==> src/vlbp_pkg.sv <==
// shared constants, types and tables of the led bar pattern generator
package vlbp_pkg;

   localparam int NUM_PATTERN_LEDS = 32;

   // field widths
   localparam int FIRST_W   = 12;
   localparam int LEVEL_W   = 16;
   localparam int OPT_W     = 2;
   localparam int PAT_W     = 3;
   localparam int NIB_W     = 12;
   localparam int HUE_IN_W  = 9;
   localparam int PCT_W     = 7;
   localparam int INDEX_W   = 13;
   localparam int HUE_W     = 19;
   localparam int CHAN_W    = 8;

   // internal widths
   localparam int SIZE_W    = LEVEL_W + 1;
   localparam int LED_W     = (NUM_PATTERN_LEDS > 1) ? $clog2(NUM_PATTERN_LEDS) : 1;
   localparam int POS_W     = $clog2(NUM_PATTERN_LEDS + 1);
   localparam int QUO_W     = LED_W;
   localparam int NUM_W     = (LEVEL_W - 1) + POS_W;
   localparam int STEPS     = (QUO_W > 4) ? QUO_W : 4;
   localparam int STEP_W    = $clog2(STEPS);
   localparam int PROD_W    = 11;
   localparam int SCALE_W   = 24;
   localparam int RAINBOW_W = 10;

   // pattern codes
   localparam logic [PAT_W-1:0] PAT_SINGLE  = 3'd0;
   localparam logic [PAT_W-1:0] PAT_THERMO  = 3'd1;
   localparam logic [PAT_W-1:0] PAT_DOT     = 3'd2;
   localparam logic [PAT_W-1:0] PAT_RAINBOW = 3'd3;

   // option bit positions
   localparam int OPT_RADIO  = 0;
   localparam int OPT_DIMMED = 1;

   localparam logic [PCT_W-1:0]        PCT_MAX     = 7'd100;
   localparam logic [PCT_W-1:0]        RAINBOW_SAT = 7'd100;
   localparam logic [PCT_W-1:0]        RAINBOW_BRI = 7'd10;
   localparam logic signed [HUE_W-1:0] HUE_MAX     = 19'sd131071;
   localparam int                      CHAN_COUNT  = 3;

   // x / 100 as (x * 5243) >> 19, channel carries an extra factor of 16
   localparam logic [12:0] RECIP_100   = 13'd5243;
   localparam int          RECIP_SHIFT = 15;

   localparam int RAINBOW_SPAN = 800;

   typedef enum logic [2:0] {
      ST_IDLE,
      ST_MAP,
      ST_PREP,
      ST_DIV,
      ST_EMIT
   } state_type;

   typedef logic [RAINBOW_W-1:0] hue_tab_type [NUM_PATTERN_LEDS];

   function automatic hue_tab_type make_rainbow();
      hue_tab_type tab;
      for (int i = 0; i < NUM_PATTERN_LEDS; i++) begin
         tab[i] = RAINBOW_W'(RAINBOW_SPAN - (RAINBOW_SPAN * i) / NUM_PATTERN_LEDS);
      end
      return tab;
   endfunction

   localparam hue_tab_type RAINBOW_HUE = make_rainbow();

endpackage

==> src/vlbp_req_if.sv <==
// input channel of the led bar pattern generator
interface vlbp_req_if import vlbp_pkg::*; ();
   logic                       valid;
   logic                       ready;
   logic [FIRST_W-1:0]         first_led;
   logic signed [LEVEL_W-1:0]  level;
   logic signed [LEVEL_W-1:0]  range_min;
   logic signed [LEVEL_W-1:0]  range_max;
   logic [OPT_W-1:0]           options;
   logic [PAT_W-1:0]           pattern;
   logic [NIB_W-1:0]           rgb_nibbles;
   logic [HUE_IN_W-1:0]        hue_in;
   logic [PCT_W-1:0]           saturation_in;
   logic [PCT_W-1:0]           brightness_in;

   modport source (
      output valid, first_led, level, range_min, range_max, options, pattern,
             rgb_nibbles, hue_in, saturation_in, brightness_in,
      input  ready
   );
   modport sink (
      input  valid, first_led, level, range_min, range_max, options, pattern,
             rgb_nibbles, hue_in, saturation_in, brightness_in,
      output ready
   );
endinterface

==> src/vlbp_rsp_if.sv <==
// result channel of the led bar pattern generator
interface vlbp_rsp_if import vlbp_pkg::*; ();
   logic                     valid;
   logic                     ready;
   logic [INDEX_W-1:0]       led_index;
   logic                     is_hsv;
   logic signed [HUE_W-1:0]  hue_quarter_deg;
   logic [PCT_W-1:0]         saturation_pct;
   logic [PCT_W-1:0]         brightness_pct;
   logic [CHAN_W-1:0]        red;
   logic [CHAN_W-1:0]        green;
   logic [CHAN_W-1:0]        blue;
   logic                     last;

   modport source (
      output valid, led_index, is_hsv, hue_quarter_deg, saturation_pct,
             brightness_pct, red, green, blue, last,
      input  ready
   );
   modport sink (
      input  valid, led_index, is_hsv, hue_quarter_deg, saturation_pct,
             brightness_pct, red, green, blue, last,
      output ready
   );
endinterface

==> src/value_to_led_bar_pattern.sv <==
// led bar pattern generator: maps a level into a bar and emits per-led colors
//
//  channel   direction  handshake     beat
//  req_ch    in         valid/ready   one control item
//  rsp_ch    out        valid/ready   one led color, last on final led
//
// an item is accepted in idle, then passes the map state, the prep state and STEPS (5 at 32 leds)
// steps of the bit-serial divider, then gives one result per cycle while rsp_ch does not
// stall: one beat per led for a bar of 32 leds, a single beat for the single pattern.
// the divider loop yields one quotient bit per cycle, with the dim scaling riding along, and
// the emit state sends one beat per led.
// req_ch.ready is high only while idle; a stalled rsp_ch holds the output register
// and freezes the led counter. reset returns to idle with no result pending.
module value_to_led_bar_pattern import vlbp_pkg::*; (
   input  logic         clock,
   input  logic         reset,
   vlbp_req_if.sink     req_ch,
   vlbp_rsp_if.source   rsp_ch
);

   state_type state_ff, state_in;

   // captured item
   logic [FIRST_W-1:0]        first_ff, first_in;
   logic signed [LEVEL_W-1:0] level_ff, level_in;
   logic signed [LEVEL_W-1:0] min_ff, min_in;
   logic signed [LEVEL_W-1:0] max_ff, max_in;
   logic [OPT_W-1:0]          opt_ff, opt_in;
   logic [PAT_W-1:0]          pat_ff, pat_in;
   logic [NIB_W-1:0]          nib_ff, nib_in;
   logic [HUE_IN_W-1:0]       hin_ff, hin_in;
   logic [PCT_W-1:0]          sin_ff, sin_in;
   logic [PCT_W-1:0]          vin_ff, vin_in;

   // mapped level and range size
   logic signed [LEVEL_W-1:0] lv_ff, lv_in;
   logic [SIZE_W-1:0]         size_ff, size_in;

   // prepared color and divider state
   logic [PCT_W-1:0]          dim_ff, dim_in;
   logic                      pos_zero_ff, pos_zero_in;
   logic                      pos_sat_ff, pos_sat_in;
   logic [SIZE_W-1:0]         rem_ff, rem_in;
   logic [QUO_W-1:0]          nq_ff, nq_in;
   logic                      hsv_ff, hsv_in;
   logic signed [HUE_W-1:0]   hue_ff, hue_in;
   logic [PCT_W-1:0]          sat_ff, sat_in;
   logic [PCT_W-1:0]          bri_ff, bri_in;
   logic [STEP_W-1:0]         step_ff, step_in;
   logic [PROD_W-1:0]         prod_ff, prod_in;
   logic [CHAN_W-1:0]         red_ff, red_in;
   logic [CHAN_W-1:0]         green_ff, green_in;
   logic [CHAN_W-1:0]         blue_ff, blue_in;
   logic [LED_W-1:0]          led_ff, led_in;

   // output register
   logic                      rsp_valid_ff, rsp_valid_in;
   logic [INDEX_W-1:0]        rsp_index_ff, rsp_index_in;
   logic                      rsp_hsv_ff, rsp_hsv_in;
   logic signed [HUE_W-1:0]   rsp_hue_ff, rsp_hue_in;
   logic [PCT_W-1:0]          rsp_sat_ff, rsp_sat_in;
   logic [PCT_W-1:0]          rsp_bri_ff, rsp_bri_in;
   logic [CHAN_W-1:0]         rsp_red_ff, rsp_red_in;
   logic [CHAN_W-1:0]         rsp_green_ff, rsp_green_in;
   logic [CHAN_W-1:0]         rsp_blue_ff, rsp_blue_in;
   logic                      rsp_last_ff, rsp_last_in;

   // control
   logic accept;
   logic out_load;
   logic div_done;
   logic last_led;

   // ---------------------------------------------------------------- map logic
   logic signed [SIZE_W-1:0]  val_ext, min_ext, max_ext, sum_ext, dif_ext, span_ext;
   logic signed [LEVEL_W-1:0] lo_b, hi_b, lv_map;
   logic [SIZE_W-1:0]         abs_span, size_calc;

   assign val_ext  = $signed({level_ff[LEVEL_W-1], level_ff});
   assign min_ext  = $signed({min_ff[LEVEL_W-1], min_ff});
   assign max_ext  = $signed({max_ff[LEVEL_W-1], max_ff});
   assign sum_ext  = min_ext + val_ext;
   assign dif_ext  = min_ext - val_ext;
   assign span_ext = max_ext - min_ext;
   assign abs_span = span_ext[SIZE_W-1] ? SIZE_W'(-span_ext) : SIZE_W'(span_ext);
   assign size_calc = abs_span + SIZE_W'(1);

   always_comb begin
      lo_b = (min_ff <= max_ff) ? min_ff : max_ff;
      hi_b = (min_ff <= max_ff) ? max_ff : min_ff;
      if (opt_ff[OPT_RADIO]) begin
         lv_map = (level_ff >= lo_b && level_ff <= hi_b) ? level_ff : '0;
      end else if (min_ff == max_ff) begin
         lv_map = (level_ff == min_ff) ? level_ff : '0;
      end else if (min_ff < max_ff) begin
         if (sum_ext < min_ext) begin
            lv_map = min_ff;
         end else if (sum_ext > max_ext) begin
            lv_map = max_ff;
         end else begin
            lv_map = sum_ext[LEVEL_W-1:0];
         end
      end else begin
         // reverse sweep
         if (dif_ext < max_ext) begin
            lv_map = max_ff;
         end else if (dif_ext > min_ext) begin
            lv_map = min_ff;
         end else begin
            lv_map = dif_ext[LEVEL_W-1:0];
         end
      end
   end

   // --------------------------------------------------------------- prep logic
   logic                      lv_pos;
   logic [NUM_W-1:0]          num;
   logic [PCT_W-1:0]          dim_calc;
   logic                      hsv_raw;
   logic signed [SIZE_W-1:0]  hsum;
   logic signed [HUE_W-1:0]   hue_lv, hue_lv_sat, hue_base;

   assign lv_pos  = !lv_ff[LEVEL_W-1] && (lv_ff != '0);
   assign num     = NUM_W'(lv_ff[LEVEL_W-2:0]) * NUM_W'(NUM_PATTERN_LEDS);
   assign hsv_raw = (nib_ff == '0);
   assign hsum    = $signed({lv_ff[LEVEL_W-1], lv_ff}) + $signed({8'd0, hin_ff});
   assign hue_lv  = $signed({hsum, 2'b00});
   assign hue_lv_sat = (hue_lv > HUE_MAX) ? HUE_MAX : hue_lv;
   assign hue_base = $signed({8'd0, hin_ff, 2'b00});

   always_comb begin
      if (lv_ff > $signed(LEVEL_W'(PCT_MAX))) begin
         dim_calc = PCT_MAX;
      end else if (lv_ff[LEVEL_W-1]) begin
         dim_calc = '0;
      end else begin
         dim_calc = lv_ff[PCT_W-1:0];
      end
   end

   // ------------------------------------------------------------ divider step
   logic [SIZE_W:0]   trial, trial_sub;
   logic              ge;
   logic [QUO_W:0]    nq_shift;

   assign trial     = {rem_ff, nq_ff[QUO_W-1]};
   assign ge        = trial >= {1'b0, size_ff};
   assign trial_sub = trial - {1'b0, size_ff};
   assign nq_shift  = {nq_ff, ge};

   // ------------------------------------------------------ channel dim scaling
   logic [1:0]         prod_sel, chan_sel;
   logic [3:0]         nib_a, nib_b;
   logic [PROD_W-1:0]  prod_calc;
   logic [SCALE_W-1:0] scale_prod;
   logic [CHAN_W-1:0]  chan_val;

   assign prod_sel = step_ff[1:0];
   assign chan_sel = step_ff[1:0] - 2'd1;

   always_comb begin
      case (prod_sel)
         2'd0:    nib_a = nib_ff[3:0];
         2'd1:    nib_a = nib_ff[7:4];
         2'd2:    nib_a = nib_ff[11:8];
         default: nib_a = '0;
      endcase
      case (chan_sel)
         2'd0:    nib_b = nib_ff[3:0];
         2'd1:    nib_b = nib_ff[7:4];
         2'd2:    nib_b = nib_ff[11:8];
         default: nib_b = '0;
      endcase
   end

   assign prod_calc  = PROD_W'(nib_a) * PROD_W'(dim_ff);
   assign scale_prod = SCALE_W'(prod_ff) * SCALE_W'(RECIP_100);

   always_comb begin
      if (lv_ff == '0) begin
         chan_val = '0;
      end else if (opt_ff[OPT_DIMMED]) begin
         chan_val = CHAN_W'(scale_prod >> RECIP_SHIFT);
      end else begin
         chan_val = {nib_b, 4'b0000};
      end
   end

   // --------------------------------------------------------------- led emit
   logic [POS_W-1:0]   pos_val, led_ext;
   logic               blank;
   logic [INDEX_W-1:0] led_index_calc;

   assign pos_val = pos_zero_ff ? '0 :
                    (pos_sat_ff ? POS_W'(NUM_PATTERN_LEDS) : POS_W'(nq_ff));
   assign led_ext = POS_W'(led_ff);
   assign led_index_calc = INDEX_W'(first_ff) + INDEX_W'(led_ff);
   assign last_led = (pat_ff == PAT_SINGLE) || (led_ff == LED_W'(NUM_PATTERN_LEDS - 1));

   always_comb begin
      case (pat_ff)
         PAT_THERMO:  blank = led_ext > pos_val;
         PAT_DOT:     blank = led_ext != pos_val;
         PAT_RAINBOW: blank = led_ext > pos_val;
         default:     blank = 1'b0;
      endcase
   end

   // ------------------------------------------------------------- next state
   always_comb begin
      state_in = state_ff;
      case (state_ff)
         ST_IDLE: begin
            if (accept) state_in = ST_MAP;
         end
         ST_MAP:  state_in = ST_PREP;
         ST_PREP: state_in = ST_DIV;
         ST_DIV: begin
            if (div_done) state_in = ST_EMIT;
         end
         ST_EMIT: begin
            if (out_load && last_led) state_in = ST_IDLE;
         end
         default: state_in = ST_IDLE;
      endcase
   end

   // ---------------------------------------------------------------- control
   always_comb begin
      req_ch.ready = 1'b0;
      out_load     = 1'b0;
      div_done     = 1'b0;
      case (state_ff)
         ST_IDLE: req_ch.ready = 1'b1;
         ST_DIV:  div_done = (step_ff == STEP_W'(STEPS - 1));
         ST_EMIT: out_load = !rsp_valid_ff || rsp_ch.ready;
         default: ;
      endcase
   end

   assign accept = req_ch.valid && req_ch.ready;

   // ---------------------------------------------------------------- datapath
   always_comb begin
      first_in = first_ff;
      level_in = level_ff;
      min_in   = min_ff;
      max_in   = max_ff;
      opt_in   = opt_ff;
      pat_in   = pat_ff;
      nib_in   = nib_ff;
      hin_in   = hin_ff;
      sin_in   = sin_ff;
      vin_in   = vin_ff;
      lv_in    = lv_ff;
      size_in  = size_ff;
      dim_in   = dim_ff;
      pos_zero_in = pos_zero_ff;
      pos_sat_in  = pos_sat_ff;
      rem_in   = rem_ff;
      nq_in    = nq_ff;
      hsv_in   = hsv_ff;
      hue_in   = hue_ff;
      sat_in   = sat_ff;
      bri_in   = bri_ff;
      step_in  = step_ff;
      prod_in  = prod_ff;
      red_in   = red_ff;
      green_in = green_ff;
      blue_in  = blue_ff;
      led_in   = led_ff;

      case (state_ff)
         ST_IDLE: begin
            if (accept) begin
               first_in = req_ch.first_led;
               level_in = req_ch.level;
               min_in   = req_ch.range_min;
               max_in   = req_ch.range_max;
               opt_in   = req_ch.options;
               pat_in   = req_ch.pattern;
               nib_in   = req_ch.rgb_nibbles;
               hin_in   = req_ch.hue_in;
               sin_in   = req_ch.saturation_in;
               vin_in   = req_ch.brightness_in;
            end
         end
         ST_MAP: begin
            lv_in   = lv_map;
            size_in = size_calc;
         end
         ST_PREP: begin
            dim_in      = dim_calc;
            pos_zero_in = !lv_pos;
            pos_sat_in  = lv_pos && ({1'b0, lv_ff} >= size_ff);
            // numerator top bits seed the remainder, low bits shift in
            rem_in      = SIZE_W'(num >> QUO_W);
            nq_in       = num[QUO_W-1:0];
            step_in     = '0;
            led_in      = '0;
            sat_in      = (sin_ff > PCT_MAX) ? PCT_MAX : sin_ff;
            if (opt_ff[OPT_DIMMED]) begin
               hue_in = hue_base;
               bri_in = dim_calc;
            end else begin
               hue_in = (pat_ff == PAT_SINGLE) ? hue_lv_sat : hue_base;
               bri_in = (vin_ff > PCT_MAX) ? PCT_MAX : vin_ff;
            end
            hsv_in = hsv_raw;
            if (pat_ff == PAT_RAINBOW && !hsv_raw) begin
               hsv_in = 1'b1;
               sat_in = RAINBOW_SAT;
               bri_in = RAINBOW_BRI;
            end
         end
         ST_DIV: begin
            step_in = step_ff + STEP_W'(1);
            if (step_ff < STEP_W'(QUO_W)) begin
               rem_in = ge ? trial_sub[SIZE_W-1:0] : trial[SIZE_W-1:0];
               nq_in  = nq_shift[QUO_W-1:0];
            end
            if (step_ff < STEP_W'(CHAN_COUNT)) begin
               prod_in = prod_calc;
            end
            // one channel lands a step after its product
            if (step_ff >= STEP_W'(1) && step_ff <= STEP_W'(CHAN_COUNT)) begin
               case (chan_sel)
                  2'd0:    red_in   = chan_val;
                  2'd1:    green_in = chan_val;
                  default: blue_in  = chan_val;
               endcase
            end
         end
         ST_EMIT: begin
            if (out_load) led_in = led_ff + LED_W'(1);
         end
         default: ;
      endcase
   end

   // ---------------------------------------------------------- output register
   always_comb begin
      rsp_valid_in = rsp_valid_ff && !rsp_ch.ready;
      rsp_index_in = rsp_index_ff;
      rsp_hsv_in   = rsp_hsv_ff;
      rsp_hue_in   = rsp_hue_ff;
      rsp_sat_in   = rsp_sat_ff;
      rsp_bri_in   = rsp_bri_ff;
      rsp_red_in   = rsp_red_ff;
      rsp_green_in = rsp_green_ff;
      rsp_blue_in  = rsp_blue_ff;
      rsp_last_in  = rsp_last_ff;
      if (out_load) begin
         rsp_valid_in = 1'b1;
         rsp_index_in = led_index_calc;
         rsp_hsv_in   = hsv_ff;
         rsp_last_in  = last_led;
         if (hsv_ff) begin
            rsp_hue_in   = (pat_ff == PAT_RAINBOW) ?
                           $signed(HUE_W'(RAINBOW_HUE[led_ff])) : hue_ff;
            rsp_sat_in   = sat_ff;
            rsp_bri_in   = blank ? '0 : bri_ff;
            rsp_red_in   = '0;
            rsp_green_in = '0;
            rsp_blue_in  = '0;
         end else begin
            rsp_hue_in   = '0;
            rsp_sat_in   = '0;
            rsp_bri_in   = '0;
            rsp_red_in   = blank ? '0 : red_ff;
            rsp_green_in = blank ? '0 : green_ff;
            rsp_blue_in  = blank ? '0 : blue_ff;
         end
      end
   end

   assign rsp_ch.valid           = rsp_valid_ff;
   assign rsp_ch.led_index       = rsp_index_ff;
   assign rsp_ch.is_hsv          = rsp_hsv_ff;
   assign rsp_ch.hue_quarter_deg = rsp_hue_ff;
   assign rsp_ch.saturation_pct  = rsp_sat_ff;
   assign rsp_ch.brightness_pct  = rsp_bri_ff;
   assign rsp_ch.red             = rsp_red_ff;
   assign rsp_ch.green           = rsp_green_ff;
   assign rsp_ch.blue            = rsp_blue_ff;
   assign rsp_ch.last            = rsp_last_ff;

   // --------------------------------------------------------------- registers
   always_ff @(posedge clock) begin
      if (reset) begin
         state_ff     <= ST_IDLE;
         rsp_valid_ff <= 1'b0;
      end else begin
         state_ff     <= state_in;
         rsp_valid_ff <= rsp_valid_in;
      end
   end

   always_ff @(posedge clock) begin
      first_ff     <= first_in;
      level_ff     <= level_in;
      min_ff       <= min_in;
      max_ff       <= max_in;
      opt_ff       <= opt_in;
      pat_ff       <= pat_in;
      nib_ff       <= nib_in;
      hin_ff       <= hin_in;
      sin_ff       <= sin_in;
      vin_ff       <= vin_in;
      lv_ff        <= lv_in;
      size_ff      <= size_in;
      dim_ff       <= dim_in;
      pos_zero_ff  <= pos_zero_in;
      pos_sat_ff   <= pos_sat_in;
      rem_ff       <= rem_in;
      nq_ff        <= nq_in;
      hsv_ff       <= hsv_in;
      hue_ff       <= hue_in;
      sat_ff       <= sat_in;
      bri_ff       <= bri_in;
      step_ff      <= step_in;
      prod_ff      <= prod_in;
      red_ff       <= red_in;
      green_ff     <= green_in;
      blue_ff      <= blue_in;
      led_ff       <= led_in;
      rsp_index_ff <= rsp_index_in;
      rsp_hsv_ff   <= rsp_hsv_in;
      rsp_hue_ff   <= rsp_hue_in;
      rsp_sat_ff   <= rsp_sat_in;
      rsp_bri_ff   <= rsp_bri_in;
      rsp_red_ff   <= rsp_red_in;
      rsp_green_ff <= rsp_green_in;
      rsp_blue_ff  <= rsp_blue_in;
      rsp_last_ff  <= rsp_last_in;
   end

   // -------------------------------------------------------------- assertions
   a_busy_after_accept: assert property (@(posedge clock) disable iff (reset)
      (req_ch.valid && req_ch.ready) |=> !req_ch.ready)
      else $error("input taken while an item is in flight");

   a_rgb_fields_clear: assert property (@(posedge clock) disable iff (reset)
      (rsp_ch.valid && !rsp_ch.is_hsv) |->
         (rsp_ch.hue_quarter_deg == '0 && rsp_ch.saturation_pct == '0 &&
          rsp_ch.brightness_pct == '0))
      else $error("hsv fields set on an rgb beat");

   a_hsv_fields_sane: assert property (@(posedge clock) disable iff (reset)
      (rsp_ch.valid && rsp_ch.is_hsv) |->
         (rsp_ch.red == '0 && rsp_ch.green == '0 && rsp_ch.blue == '0 &&
          rsp_ch.saturation_pct <= PCT_MAX && rsp_ch.brightness_pct <= PCT_MAX))
      else $error("bad color fields on an hsv beat");

   a_done_after_last: assert property (@(posedge clock) disable iff (reset)
      (out_load && last_led) |=> (state_ff == ST_IDLE && rsp_ch.last))
      else $error("sequencer did not finish after the last beat");

endmodule

==> src/flat_wrapper.sv <==
// flat-port wrapper written by rule: the top's interface ports become plain ports
module value_to_led_bar_pattern_flat import vlbp_pkg::*;
  (clock, reset, req_ch_valid, req_ch_first_led, req_ch_level, req_ch_range_min, req_ch_range_max, req_ch_options, req_ch_pattern, req_ch_rgb_nibbles, req_ch_hue_in, req_ch_saturation_in, req_ch_brightness_in, req_ch_ready, rsp_ch_valid, rsp_ch_led_index, rsp_ch_is_hsv, rsp_ch_hue_quarter_deg, rsp_ch_saturation_pct, rsp_ch_brightness_pct, rsp_ch_red, rsp_ch_green, rsp_ch_blue, rsp_ch_last, rsp_ch_ready);
  vlbp_req_if req_ch_i ();
  vlbp_rsp_if rsp_ch_i ();
  input  logic clock;
  input  logic reset;
  input wire logic [$bits(req_ch_i.valid)-1:0] req_ch_valid;
  input wire logic [$bits(req_ch_i.first_led)-1:0] req_ch_first_led;
  input wire logic [$bits(req_ch_i.level)-1:0] req_ch_level;
  input wire logic [$bits(req_ch_i.range_min)-1:0] req_ch_range_min;
  input wire logic [$bits(req_ch_i.range_max)-1:0] req_ch_range_max;
  input wire logic [$bits(req_ch_i.options)-1:0] req_ch_options;
  input wire logic [$bits(req_ch_i.pattern)-1:0] req_ch_pattern;
  input wire logic [$bits(req_ch_i.rgb_nibbles)-1:0] req_ch_rgb_nibbles;
  input wire logic [$bits(req_ch_i.hue_in)-1:0] req_ch_hue_in;
  input wire logic [$bits(req_ch_i.saturation_in)-1:0] req_ch_saturation_in;
  input wire logic [$bits(req_ch_i.brightness_in)-1:0] req_ch_brightness_in;
  output wire logic [$bits(req_ch_i.ready)-1:0] req_ch_ready;
  output wire logic [$bits(rsp_ch_i.valid)-1:0] rsp_ch_valid;
  output wire logic [$bits(rsp_ch_i.led_index)-1:0] rsp_ch_led_index;
  output wire logic [$bits(rsp_ch_i.is_hsv)-1:0] rsp_ch_is_hsv;
  output wire logic [$bits(rsp_ch_i.hue_quarter_deg)-1:0] rsp_ch_hue_quarter_deg;
  output wire logic [$bits(rsp_ch_i.saturation_pct)-1:0] rsp_ch_saturation_pct;
  output wire logic [$bits(rsp_ch_i.brightness_pct)-1:0] rsp_ch_brightness_pct;
  output wire logic [$bits(rsp_ch_i.red)-1:0] rsp_ch_red;
  output wire logic [$bits(rsp_ch_i.green)-1:0] rsp_ch_green;
  output wire logic [$bits(rsp_ch_i.blue)-1:0] rsp_ch_blue;
  output wire logic [$bits(rsp_ch_i.last)-1:0] rsp_ch_last;
  input wire logic [$bits(rsp_ch_i.ready)-1:0] rsp_ch_ready;
  assign req_ch_i.valid = req_ch_valid;
  assign req_ch_i.first_led = req_ch_first_led;
  assign req_ch_i.level = req_ch_level;
  assign req_ch_i.range_min = req_ch_range_min;
  assign req_ch_i.range_max = req_ch_range_max;
  assign req_ch_i.options = req_ch_options;
  assign req_ch_i.pattern = req_ch_pattern;
  assign req_ch_i.rgb_nibbles = req_ch_rgb_nibbles;
  assign req_ch_i.hue_in = req_ch_hue_in;
  assign req_ch_i.saturation_in = req_ch_saturation_in;
  assign req_ch_i.brightness_in = req_ch_brightness_in;
  assign req_ch_ready = req_ch_i.ready;
  assign rsp_ch_valid = rsp_ch_i.valid;
  assign rsp_ch_led_index = rsp_ch_i.led_index;
  assign rsp_ch_is_hsv = rsp_ch_i.is_hsv;
  assign rsp_ch_hue_quarter_deg = rsp_ch_i.hue_quarter_deg;
  assign rsp_ch_saturation_pct = rsp_ch_i.saturation_pct;
  assign rsp_ch_brightness_pct = rsp_ch_i.brightness_pct;
  assign rsp_ch_red = rsp_ch_i.red;
  assign rsp_ch_green = rsp_ch_i.green;
  assign rsp_ch_blue = rsp_ch_i.blue;
  assign rsp_ch_last = rsp_ch_i.last;
  assign rsp_ch_i.ready = rsp_ch_ready;
  value_to_led_bar_pattern u_core (.clock(clock), .reset(reset), .req_ch(req_ch_i), .rsp_ch(rsp_ch_i));
endmodule
==> config.mk <==
export PLATFORM = sky130hd
export DESIGN_NAME = value_to_led_bar_pattern_flat
export DESIGN_NICKNAME = d
export VERILOG_FILES = /design/src/vlbp_pkg.sv /design/src/vlbp_req_if.sv /design/src/vlbp_rsp_if.sv /design/src/value_to_led_bar_pattern.sv /design/src/flat_wrapper.sv
export SDC_FILE = /design/constraint.sdc
export NUM_CORES = 1
export LEC_CHECK = 0
export BUFFER_PORTS_ARGS = -buffer_cell sky130_fd_sc_hd__buf_2
export CORE_MARGIN = 8
export CORE_UTILIZATION = 67
export CTS_CLUSTER_SIZE = 20
export DETAILED_ROUTE_END_ITERATION = 8
export PLACE_DENSITY_LB_ADDON = 0.1
export RECOVER_POWER = 100
export SLEW_MARGIN = 40
export SYNTH_ARGS = -nofsm -noshare
export SYNTH_HDL_FRONTEND = slang
export SYNTH_SLANG_ARGS = --single-unit
==> constraint.sdc <==
create_clock -name clock -period 18.9 [get_ports clock]
set_clock_uncertainty 0.2 [all_clocks]
set_input_delay 5.67 -clock clock [delete_from_list [all_inputs] [get_ports clock]]
set_output_delay 5.67 -clock clock [all_outputs]
set_load 0.01 [all_outputs]
Word level (Yosys, flattened, before mapping)
Memories as Yosys holds them, arrays and structs flattened.
Index checks and enable logic that the tools add are counted.
W data, S select, Z words.
{ "word_totals": {"regBits": 317, "romBits": 320, "output_inout_bits": 74, "word_cells": 185, "n_memories": 1} }
{ "op_classes": {"n_addsub": 11, "multipliers": 2, "order_cmp": 20, "n_eq_ne": 21, "n_mux": 45, "bitwise_logic": 4, "reduce_logical": 40} }
{ "mem_list": {"columns": ["memory", "words", "word_bits", "read_ports", "rd_clocked_by_memory_dff", "wr", "line", "rtl"], "rows": [
  ["(name not given)", 32, 10, 1, 0, 0, "value_to_led_bar_pattern.sv:360", "$signed(HUE_W'(RAINBOW_HUE[led_ff])) : hue_ff;"]
]} }
{ "op_table": {"columns": ["cell", "count"], "rows": [
  ["$mux W16", 11],
  ["$mux W17", 4],
  ["$gt A17 B16 Y1", 2],
  ["$lt A17 B16 Y1", 2],
  ["$pmux W17 S2", 1],
  ["$sub A16 B16 Y17", 2],
  ["$eq A16 B16 Y1", 2],
  ["$le A16 B16 Y1", 2],
  ["$mux W10", 3],
  ["$mux W7", 4],
  ["$pmux W4 S3", 2],
  ["$mul A11 B13 Y23 const B", 1],
  ["$mux W11", 2],
  ["$pmux W5 S2", 2],
  ["$gt A19 B18 Y1 const B", 1],
  ["$ge A18 B17 Y1", 1],
  ["$add A16 B10 Y17", 1],
  ["$add A16 B16 Y17", 1],
  ["$add A17 B1 Y17 const B", 1],
  ["$ge A16 B17 Y1", 1],
  ["$neg A17 Y17", 1],
  ["$sub A17 B17 Y17", 1],
  ["$ge A16 B16 Y1", 1],
  ["$gt A16 B8 Y1 const B", 1],
  ["44 further kinds", 93]
]} }

Depth between registers and ports, before layout
Gate-level depths: netlist of run 1.
{ "logic_depth": {"depth_word": 7, "depth_mapped": 26, "mapped_depth_nobuf": 23} }

Least setup slack after synthesis of run 1
OpenSTA, ideal clock, no wires.
{ "synth_timing": {"kind": "input to register", "startpoint": "input port rsp_ch_ready", "endpoint": "register u_core.rsp_blue_ff[0], in the netlist u_core.rsp_ch.blue[0] (enable)", "t_arrival_ps": 8738, "required_ps": 18197, "path_slack_ps": 9459, "stages": 2, "path_buffers": 0, "path_cell_list": "nor2b_1 -> nor2_1"} }
{ "synth_between": {"elab_chain_len": 2} }
{ "synth_rtl": {"columns": ["item", "line", "rtl"], "rows": [
  ["start: declaration", "flat_wrapper.sv:30", "input wire logic [$bits(rsp_ch_i.ready)-1:0] rsp_ch_ready;"],
  ["$logic_or A1 B1 Y1", "value_to_led_bar_pattern.sv:236", "ST_EMIT: out_load = !rsp_valid_ff || rsp_ch.ready;"],
  ["$mux W1", "value_to_led_bar_pattern.sv:233", "case (state_ff)"],
  ["via u_core.out_load", "value_to_led_bar_pattern.sv:70", "logic out_load;"],
  ["end signal: assignment", "value_to_led_bar_pattern.sv:434", "rsp_blue_ff <= rsp_blue_in;"],
  ["end: declaration", "value_to_led_bar_pattern.sv:65", "logic [CHAN_W-1:0] rsp_blue_ff, rsp_blue_in;"]
]} }
The timed path passes the listed nets, and every way through them passes these cells.
A chain may end at the register's enable or synchronous reset.

Worst setup path after layout of run 1
{ "layout_timing": {"startpoint": "input port req_ch_valid", "endpoint": "register u_core.level_ff[4] (enable)"} }
{ "layout_between": {"elab_chain_len": 2} }
{ "layout_rtl": {"columns": ["item", "line", "rtl"], "rows": [
  ["start: declaration", "flat_wrapper.sv:8", "input wire logic [$bits(req_ch_i.valid)-1:0] req_ch_valid;"],
  ["$logic_and A1 B1 Y1", "value_to_led_bar_pattern.sv:241", "assign accept = req_ch.valid && req_ch.ready;"],
  ["$reduce_and A2 Y1 (no source line)", null, null],
  ["end signal: assignment", "value_to_led_bar_pattern.sv:401", "level_ff <= level_in;"],
  ["end: declaration", "value_to_led_bar_pattern.sv:25", "logic signed [LEVEL_W-1:0] level_ff, level_in;"]
]} }
No other way between the ends.

==> results of run 1 <==
-- stage by stage --
stage                     worst slack, ns  util [%]  cells  power (W)  cell area [um^2]
after floorplan                      9.46         -   2283    0.00163             23800
after global placement              11.30      71.3   2866    0.00185             25100
after detailed placement            11.21      71.5   2872    0.00188             25200
after CTS                           11.27      74.7   2936    0.00256             26300
after global routing                 8.09      73.9   2938    0.00270             26000
final                                8.47      73.9   2938    0.00256             26000
-- state kept, by name, indices dropped and copies added, names as in the netlist, 8 cells and up --
register	flops
u_core.hin_ff	9
u_core.max_ff	16
u_core.size_ff	17
u_core.first_ff	12
u_core.nib_ff	12
u_core.rsp_ch.red	8
u_core.green_ff	8
u_core.rem_ff	17
u_core.red_ff	8
u_core.lv_ff	16
u_core.min_ff	16
u_core.blue_ff	8
u_core.prod_ff	11
u_core.rsp_ch.led_index	13
u_core.rsp_ch.hue_quarter_deg	19
u_core.rsp_ch.green	8
u_core.level_ff	16
u_core.rsp_ch.blue	8
u_core.hue_ff	18
-- cell type report --
type / instances / share of cell area (%)
multi-input combinational: 1677 / 50.6
sequential: 316 / 36.3
clock buffer: 43 / 3.52
timing repair buffer: 195 / 3.33
inverter: 224 / 3.23
tap: 461 / 2.22
clock inverter: 21 / 0.798
antenna: 1 / 0.00961
-- metal layers --
metal	part of all wire, %	vias to the layer above
met1	38	8701
met5	0	-
li1	-	8647
met2	50	697
met3	5.8	191
met4	5.7	0
-- report_power, final --
part           total (W)  leakage, nW  internal [W]  switching, W
logic           0.000971         7.73      0.000389      0.000582
clock network   0.000673        0.546      0.000380      0.000293
registers       0.000919         2.94      0.000855     0.0000637
total            0.00256         11.2       0.00162      0.000939
-- cell usage in the layout, fill, tap and decap left out, types with 34 or more instances in the layout --
master and n:
a21o_1 50, nand2_1 124, xor2_1 50, fa_1 55, nor2b_1 34, o21ai_0 99, inv_1 222, buf_2 87
and3_1 35, ha_1 309, a21oi_1 148, nor2_1 175, clkbuf_16 35, xnor2_1 65, clkbuf_1 110, mux2i_1 49
nor3_1 39, nand3_1 37, edfxtp_1 312
-- critical path, stage by stage --
cell      delay [ns]
buf_2           0.09
and2_0          1.80
clkbuf_1        2.67
-- kinds of logic after synthesis --
| logic type | after synthesis | share of synthesized area (%) |
|---|---|---|
| adders and majority gates | 364 | 20.9 |
| and+or+nand+nor | 630 | 13.5 |
| xor gates and xnor gates | 116 | 4.31 |
| DFF | 316 | 39.8 |
| AOI/OAI and AO/OA | 511 | 14.4 |
| muxes | 56 | 2.49 |
| buffers and inverters | 290 | 4.63 |
-- how the worst min path moves through the flow --
stage / endpoint / slack (ns) / depth (start not counted)
after floorplan: u_core.rsp_ch.blue[0] / 0.30 / 1
after global placement: u_core.rsp_ch.blue[1] / 0.30 / 1
after detailed placement: u_core.rsp_ch.green[0] / 0.31 / 1
after CTS: u_core.rsp_ch.green[0] / 0.32 / 1
after global routing: u_core.rsp_ch.red[4] / 0.33 / 1
final: u_core.rsp_ch.red[4] / 0.32 / 1
==> implementation parameters, run 1 <==
Parameter                              Value

STA
  Final critical-path share of the clock period ... 55.2%
  Final setup violation count ... 0
  Hold Vio Cnt, Final ... 0
  Maximum clock frequency ... 0.0959 GHz
  Relative slew margins ... -166%
  Fin Hold WS ... 0.320 ns
  Actual transition at the worst max-transition pin ... 3.99 ns
  Setup TNS ... 0 ns
  Final count of pins violating max slew ... 323
  RSZ-0062 raised after global routing ... false
  Post-layout min period ... 10.43 ns

Routing
  Total detailed-routing wirelength ... 61800 um
  Post-route DRC violation count ... 0
  DR pass1 iterations ... 8
  Mean routed wirelength per cell ... 21.0 um
  Post-route antenna net violation count ... 0
  Via density per instance ... 6.21
  Detailed router's first-iteration violation count ... 1331
  Overall via count from detail_route ... 18.2k

GRT
  Layer carrying the most global-route usage ... met2
  Pin count of the biggest net entering global routing ... 73
  First-pass GRT wire length ... 96100 um
  Number of global-route vias before repair ... 18.2k
  Number of antenna violations at the first check in global routing ... 1
  Met1 track demand over resource ... 33.0%
  GR Util All Layers ... 29.1%
  Global-route met2 utilization ... 52.1%
  GR Overflow Total ... 0
  GR Util met3 ... 4.22%

Worst hold path
  Path type of the worst min-delay path ... flop to flop
  Startpoint of the lowest-slack hold path ... u_core.red_ff[4]

Synthesis
  Total number of yosys warnings ... 0
  Share of async-settable or async-resettable flops after synthesis ... 0%
  Post-synthesis sequential element count ... 316
  Number of nets in the synthesized netlist ... 2751
  Post-synth top area cell ... edfxtp_1
  Combined area of all synthesized cells ... 23800 um^2
  Synthesized area per cell ... 10.4 um^2
  Most instantiated library cell after synthesis ... edfxtp_1
  Top cell types by occurrence after synthesis ... edfxtp_1, ha_1, inv_1
  Distinct cells, synth ... 91
  Area share of the largest cell type after synthesis ... 39.4%
  Commonest register cell after synthesis ... edfxtp_1
  Synth area leaders ... edfxtp_1, ha_1, fa_1
  Cells after synthesis ... 2283
  Share of the yosys chip area belonging to registers ... 39.8%
  Post-synth EDFFs ... 312

Finish
  Layout-stage area growth over the synthesis result ... 9.55%
  Multi-input combinational cell area ... 13200 um^2
  Post-layout net count ... 2917
  Fraction of layout instances using a drive strength above 1 ... 7.67%
  Area taken by flip-flops and latches ... 9450 um^2
  Number of fillers in the final layout ... 2555

Floorplanning
  Standard cell core area ... 35200 um^2
  Count of standard-cell rows ... 69
  DIE WIDTH ... 204 um
  Vertical die dimension ... 204 um
  Floorplan die area ... 41700 um^2
  Top Ports ... 178
  Initial Util ... 67.5%

CTS
  Depth of the CTS H-tree ... 2
  Number of gates given a new drive strength after cts ... 0
  CTS tree ... done
  Cell at the root of the clock tree ... clkbuf_16
  Clk Latency, worst-skew pair ... 0.56 ns
  Clock Tree Buf Depth ... 3
  # clock sinks ... 316
  Num CTS Buffers ... 35
  Clock slew at reported path FFs ... 0.06 ns
  Number of post-CTS setup repair buffers ... 0
  Hold-fix buffers, CTS ... 0

Power
  Pwr Density ... 98.5 nW/um^2
  Max rail drop VDD ... 0.0956 mV
  Leak ... 11.2 nW

Critical path
  Endpoint type of the worst setup path ... flop
  Element type at the critical path start ... input port
  Reg2Reg Setup Slack ... 10.40 ns
  Timing endpoint of the critical path ... u_core.level_ff[4]
  Critical setup path kind ... input port to flop
  Endpoint of the most critical register-to-register path ... u_core.lv_ff[3]
  Max FO, Critical Path ... 64
  Worst Reg2Reg Path Length in Cells ... 24
  Worst reg2reg startpoint ... u_core.min_ff[2]
  Worst setup path start ... req_ch_valid
  Required time of the worst setup path ... 18.79 ns
  WP data arrival ... 10.32 ns

Placement
  Final RePlAce weighted congestion ... 1.05
  HPWL after detailed placement ... 48300 um
  Port Buf Inserts ... 177

Status
  Status ... finished with violations
  Violations in the final reports ... capacitance limit, slew limit

Job
  Maximum Capacitance Violations ... 8
(Power assumes the default switching activity.)
==> run 2, diff against run 1 <==
CORE_UTILIZATION = 62   (was 67)
clock period = 10.2 ns   (was 18.9 ns; I/O delays follow)
==> run 2 against run 1 <==
Effect of this change:
- the flow still finishes with violations (capacitance limit, slew limit)
- cell count rose by 1.8%
- sequential share of layout area fell by 0.32 points
- non-clock buffer count rose by 1
- critical path depth did not move
- count of clock-buffer cells in the layout fell by 5
- combinational power rose by 84%
- routed wire length rose by 2.1%
- via count fell by 0.53%
- critical endpoint is now u_core.max_ff[14]
- sequential power rose by 85%
- power rose by 90%
- die area rose by 7.4%
- global-route usage fell by 1.1 points
==> implementation parameters, run 2 (synthesized netlist as in run 1, its figures left out) <==
Parameter                              Value

Finish
  Most common library cell in the layout ignoring fill and taps ... edfxtp_1
  End-of-flow core utilization ... 69.7% (-4.2 points)
  Max FFs per register ... 19 (unchanged)
  Layout-stage area growth over the synthesis result ... 10.5%
  Fraction of layout instances using a drive strength above 1 ... 7.94% (+0.27 points)
  Post-layout net count ... 2920 (+0.10%)
  Commonest non-fill, non-tap cells in the layout ... edfxtp_1, ha_1, inv_1
  Area of all placed cells without fillers ... 26300 um^2 (+0.88%)
  Number of antenna cells inserted ... 0 (-1)

CTS
  Hold-fix buffers, CTS ... 0 (unchanged)
  Cell at the root of the clock tree ... clkbuf_16
  Num CTS Buffers ... 37 (+5.7%)
  Number of gates given a new drive strength after cts ... 0 (unchanged)
  Clk Latency, worst-skew pair ... 0.57 ns (about the same)
  Clock Tree Buf Depth ... 3 (unchanged)
  # clock sinks ... 316 (unchanged)
  Number of post-CTS setup repair buffers ... 0 (unchanged)
  Depth of the CTS H-tree ... 2 (unchanged)
  Clock slew at reported path FFs ... 0.06 ns (about the same)
  CTS tree ... done

GRT
  GR Overflow Total ... 0 (unchanged)
  GR Util All Layers ... 28.0% (-1.1 points)
  First-pass GRT wire length ... 98700 um (+2.6%)
  Number of antenna violations at the first check in global routing ... 0 (-1)
  Number of global-route vias before repair ... 18.3k (+0.038%)
  Pin count of the biggest net entering global routing ... 73 (unchanged)

Routing
  Total detailed-routing wirelength ... 63100 um (+2.1%)
  Overall via count from detail_route ... 18.1k (-0.53%)
  Via density per instance ... 6.06 (-2.3%)
  Post-route antenna net violation count ... 0 (unchanged)
  DR pass1 iterations ... 5 (-3)
  Post-route DRC violation count ... 0 (unchanged)
  Detailed router's first-iteration violation count ... 1203 (-9.6%)
  Mean routed wirelength per cell ... 21.1 um (+0.28%)

Power
  Pwr Density ... 185 nW/um^2 (+88%)
  Net Sw Power ... 0.00175 W (+86%)
  Comb pwr share ... 36.8% (-1.1 points)
  Part of the power in the clock network ... 28.3% (+2.0 points)
  Leak ... 11.3 nW (+0.59%)
  Pint ... 0.00311 W (+92%)
  Register share of total power ... 34.9% (-0.9 points)
  Max rail drop VDD ... 0.164 mV (+71%)
  Net Sw Frac ... 36.0% (-0.64 points)

Placement
  Worst slack at placement ... 3.81 ns (-7.40 ns)
  Port Buf Inserts ... 177 (unchanged)
  HPWL after detailed placement ... 49600 um (+2.6%)
  Final RePlAce weighted congestion ... 0.959 (-8.4%)
  Post-placement cell area ... 25300 um^2 (+0.28%)

Floorplanning
  Standard cell core area ... 37700 um^2 (+6.9%)
  Top Ports ... 178 (unchanged)
  Vertical die dimension ... 212 um (+3.6%)
  Initial Util ... 63.1% (-4.4 points)
  DIE WIDTH ... 212 um (+3.6%)
  Floorplan die area ... 44800 um^2 (+7.4%)
  Count of standard-cell rows ... 71 (+2.9%)

STA
  Final critical-path share of the clock period ... 77.0%
  Setup TNS ... 0 ns (unchanged)
  Actual transition at the worst max-transition pin ... 3.90 ns (-0.0911 ns)
  Relative slew margins ... -160% (+6.1 points)
  Fin Hold WS ... 0.314 ns (-0.00621 ns)
  RSZ-0062 raised after global routing ... false
  Post-layout min period ... 7.85 ns
  Final setup violation count ... 0 (unchanged)
  Smallest setup slack after layout ... 2.35 ns (-6.12 ns)
  Final count of pins violating max slew ... 239 (-26%)
  Hold Vio Cnt, Final ... 0 (unchanged)
  Maximum clock frequency ... 0.127 GHz

Critical path
  Max FO, Critical Path ... 58 (-9.4%)
  Required time of the worst setup path ... 10.11 ns (-8.68 ns)
  Element type at the critical path start ... input port
  Total buffers and inverters traversed by the critical path ... 2 (unchanged)
  Top cell family by delay on the critical path ... buffers and inverters
  Largest stage delay on the critical path ... 2.42 ns (-0.25 ns)
  WP data arrival ... 7.76 ns (-2.56 ns)
  Critical setup path kind ... input port to flop
  Max stage delay cell, worst path ... clkbuf_1
  Cell-by-cell trace of the critical path ... clkbuf_1 > and2_0 > clkbuf_1
  Endpoint type of the worst setup path ... flop
  Cell mode on critical path ... clkbuf_1

Job
  Maximum Capacitance Violations ... 6 (-2)

Worst hold path
  Path type of the worst min-delay path ... flop to flop

Status
  Violations in the final reports ... capacitance limit, slew limit
  Status ... finished with violations
[run 2: changes by cell type in the layout (fill, tap and decap cells not counted), sizes merged]
cell      change
bufinv        +3
clkbuf        -3
clkinv        +3
clkinvlp      +3
buf           -1
diode         -1
inv           -1
[run 2: per-stage QoR]
step           instances  power, W
4_1_cts             2989   0.00488
2_1_floorplan       2283   0.00301
3_5_place_dp        2922   0.00349
3_3_place_gp        2916   0.00343
5_1_grt             2991   0.00514
6_report            2991   0.00486
[run 2: layout make-up]
class	count	area, um^2
clock inverter	29	347
inverter	224	841
sequential	316	9450
timing repair buffer	196	872
tap	511	639
fill	2953	11400
clock buffer	38	930
multi-input combinational	1677	13200
[run 2: per-layer routing]
layer	track usage [%]	up-vias	wire length, um
met2	48.6	634	31200
met5	0	-	0
li1	-	8635	-
met1	32.6	8670	24600
met3	4.05	201	3310
met4	16.9	0	3980
[run 2: final timing paths]
path | startpoint | endpoint | slack (ns) | depth (start not counted)
max reg2reg | u_core.min_ff[8] | u_core.lv_ff[11] | 3.32 | 24
max | req_ch_valid | u_core.max_ff[14] | 2.35 | 3
min | u_core.blue_ff[7] | u_core.rsp_ch.blue[7] | 0.31 | 1
min reg2reg | u_core.blue_ff[7] | u_core.rsp_ch.blue[7] | 0.31 | 1
[run 2: power by group through the flow]
stage	sequential, W	combinational (W)	clock [W]
finish	0.00170	0.00179	0.00137
global route	0.00171	0.00199	0.00144
CTS	0.00169	0.00179	0.00140
detailed placement	0.00172	0.00178	0
global placement	0.00172	0.00172	0
floorplan	0.00166	0.00135	0
==> run 3, diff against run 2 <==
CORE_UTILIZATION = 56   (was 62)
clock period = 6.41 ns   (was 10.2 ns; I/O delays follow)
==> run 3 against run 2 <==
Effect of this change:
- the flow still finishes with violations (capacitance limit, slew limit)
- critical path depth is 17 higher
- combinational power is 65% higher
- cell area is 0.71% higher
- largest power group unchanged
- sequential power is 58% higher
==> implementation parameters, run 3 (synthesized netlist as in run 1, its figures left out) <==
Parameter                              Value

STA
  Actual transition at the worst max-transition pin ... 2.31 ns (-1.58 ns)
  Setup TNS ... 0 ns (unchanged)
  Post-layout min period ... 6.18 ns
  Maximum clock frequency ... 0.162 GHz
  Relative slew margins ... -54.2% (+110 points)
  Final count of pins violating max slew ... 296 (+24%)
  Final critical-path share of the clock period ... 96.5%
  Hold Vio Cnt, Final ... 0 (unchanged)
  RSZ-0062 raised after global routing ... false
  Final setup violation count ... 0 (unchanged)

Floorplanning
  Count of standard-cell rows ... 75 (+5.6%)
  Initial Util ... 56.6% (-6.4 points)
  Vertical die dimension ... 222 um (+4.8%)
  Floorplan die area ... 49300 um^2 (+9.9%)
  Top Ports ... 178 (unchanged)
  DIE WIDTH ... 222 um (+4.8%)
  Standard cell core area ... 41900 um^2 (+11%)

Routing
  Wire length on met3 ... 2840 um (-14%)
  Highest layer used for signal routing ... met4
  Mean routed wirelength per cell ... 21.0 um (-0.33%)
  Post-route antenna net violation count ... 0 (unchanged)
  Met1 wire length ... 26300 um (+6.9%)
  Detailed router's first-iteration violation count ... 1232 (+2.4%)
  Total detailed-routing wirelength ... 64200 um (+1.8%)
  Via density per instance ... 5.88 (-3.0%)
  Overall via count from detail_route ... 18.0k (-0.90%)
  DR pass1 iterations ... 5 (unchanged)
  Metal2 WL ... 32500 um (+4.0%)
  Post-route DRC violation count ... 0 (unchanged)

CTS
  Clock Tree Buf Depth ... 3 (unchanged)
  Depth of the CTS H-tree ... 2 (unchanged)
  CTS tree ... done
  Clk Latency, worst-skew pair ... 0.57 ns (about the same)
  Cell at the root of the clock tree ... clkbuf_16
  # clock sinks ... 316 (unchanged)
  Clock slew at reported path FFs ... 0.06 ns (about the same)
  Num CTS Buffers ... 36 (-2.7%)

Worst hold path
  Path type of the worst min-delay path ... flop to flop

GRT
  GR Util All Layers ... 25.4% (-2.6 points)
  Number of global-route vias before repair ... 18.1k (-0.64%)
  Pin count of the biggest net entering global routing ... 45 (-38%)
  GR Overflow Total ... 0 (unchanged)
  First-pass GRT wire length ... 100000 um (+1.3%)
  Number of antenna violations at the first check in global routing ... 0 (unchanged)

Job
  Maximum Capacitance Violations ... 10 (+4)

Critical path
  Max FO, Critical Path ... 3 (-95%)
  Critical setup path kind ... flop to flop
  Element type at the critical path start ... flop
  Endpoint type of the worst setup path ... flop
  Required time of the worst setup path ... 6.50 ns (-3.61 ns)
  WP data arrival ... 6.27 ns (-1.49 ns)

Finish
  Area of all placed cells without fillers ... 26400 um^2 (+0.71%)
  Number of antenna cells inserted ... 0 (unchanged)
  Commonest non-fill, non-tap cells in the layout ... edfxtp_1, ha_1, inv_1
  Layout-stage area growth over the synthesis result ... 11.3%
  Fraction of layout instances using a drive strength above 1 ... 9.50% (+1.6 points)
  Number of fillers in the final layout ... 3520 (+19%)
  Most common library cell in the layout ignoring fill and taps ... edfxtp_1
  Max FFs per register ... 19 (unchanged)
  Post-layout net count ... 2957 (+1.3%)

Placement
  HPWL after detailed placement ... 50900 um (+2.7%)
  Port Buf Inserts ... 177 (unchanged)
  Post-placement cell area ... 25500 um^2 (+1.1%)
  Final RePlAce weighted congestion ... 1.00 (+4.4%)

Status
  Violations in the final reports ... capacitance limit, slew limit
  Status ... finished with violations

Power
  Part of the power in the clock network ... 25.6% (-2.7 points)
  Tot Pwr ... 0.00760 W (+56%)
  Pwr Density ... 287 nW/um^2 (+55%)
  Pint ... 0.00481 W (+55%)
  Register share of total power ... 35.4% (+0.5 points)
  Comb pwr share ... 39.0% (+2.2 points)
  Net Sw Power ... 0.00279 W (+59%)
  Net Sw Frac ... 36.7% (+0.72 points)
  Max rail drop VDD ... 0.225 mV (+38%)
  Leak ... 11.4 nW (+1.4%)
-- run 3: cell count changes in the layout (fill, tap and decap cells not counted), moves of 3 or more --
cell	previous run	this run
buf_4	5	40
buf_2	85	92
and2_0	33	27
and2_1	24	30
clkbuf_1	106	101
bufinv_16	5	1
clkinv_2	6	10
clkinvlp_4	5	2
-- run 3: through the flow --
step	cells	util (%)	hold WS [ns]	setup slack (ns)
finish	3055	63.0	0.315	0.227
global route	3055	63.0	0.330	0.0107
CTS	3048	63.5	0.315	0.181
detailed placement	2983	60.9	0.301	0.203
global placement	2979	60.8	0.298	0.315
floorplan	2283	-	0.297	0.443
-- run 3: worst max-delay path: stages (launching register included) --
cell and delay [ns]:
edfxtp_1 0.34, inv_1 0.06, fa_1 0.58, inv_1 0.07
fa_1 0.46, fa_1 0.51, inv_1 0.05, fa_1 0.46
fa_1 0.52, inv_1 0.04, ha_1 0.31, a21o_1 0.19
a211o_1 0.31, nor2_1 0.10, o21ai_0 0.14, nand2_1 0.12
o311a_1 0.20, a211oi_1 0.12, o31a_1 0.30, or4b_2 0.63
and3_1 0.21
-- run 3: repair_timing --
action / in CTS / in global routing
resized for setup: 0 / 2
hold buffers: 0 / 0
endpoints found under the setup margin: 0 / 18
setup buffers: 0 / 6
-- run 3: power groups by stage --
| stage | combinational, W | sequential, W | clock [W] |
|---|---|---|---|
| floorplan | 0.00215 | 0.00265 | 0 |
| global placement | 0.00285 | 0.00273 | 0 |
| detailed placement | 0.00293 | 0.00273 | 0 |
| CTS | 0.00295 | 0.00269 | 0.00199 |
| global route | 0.00328 | 0.00270 | 0.00207 |
| finish | 0.00296 | 0.00269 | 0.00195 |
-- run 3: worst paths after layout --
check | from | end | slack, ns | cells after the start
worst max-delay path | u_core.prod_ff[5] | u_core.green_ff[7] | 0.23 | 20
worst min-delay path | u_core.red_ff[6] | u_core.rsp_ch.red[6] | 0.32 | 1
worst max register to register | u_core.prod_ff[5] | u_core.green_ff[7] | 0.23 | 20
worst min register to register | u_core.red_ff[6] | u_core.rsp_ch.red[6] | 0.32 | 1
-- run 3: layout make-up --
| cell class | instances | area (um^2) | share of cell area, % |
|---|---|---|---|
| Inverter | 224 | 841 | 3.18 |
| Multi-Input combinational cell | 1677 | 13200 | 49.9 |
| Clock inverter | 25 | 184 | 0.695 |
| Clock buffer | 40 | 916 | 3.46 |
| Sequential cell | 316 | 9450 | 35.7 |
| Timing Repair Buffer | 234 | 1190 | 4.50 |
| Tap cell | 539 | 674 | 2.55 |
-- run 3: layer usage --
metal | global-route usage (%) | vias to the layer above
met1 | 30.2 | 8597
met4 | 10.6 | 0
met3 | 3.50 | 136
met5 | 0 | -
li1 | - | 8738
met2 | 45.7 | 506
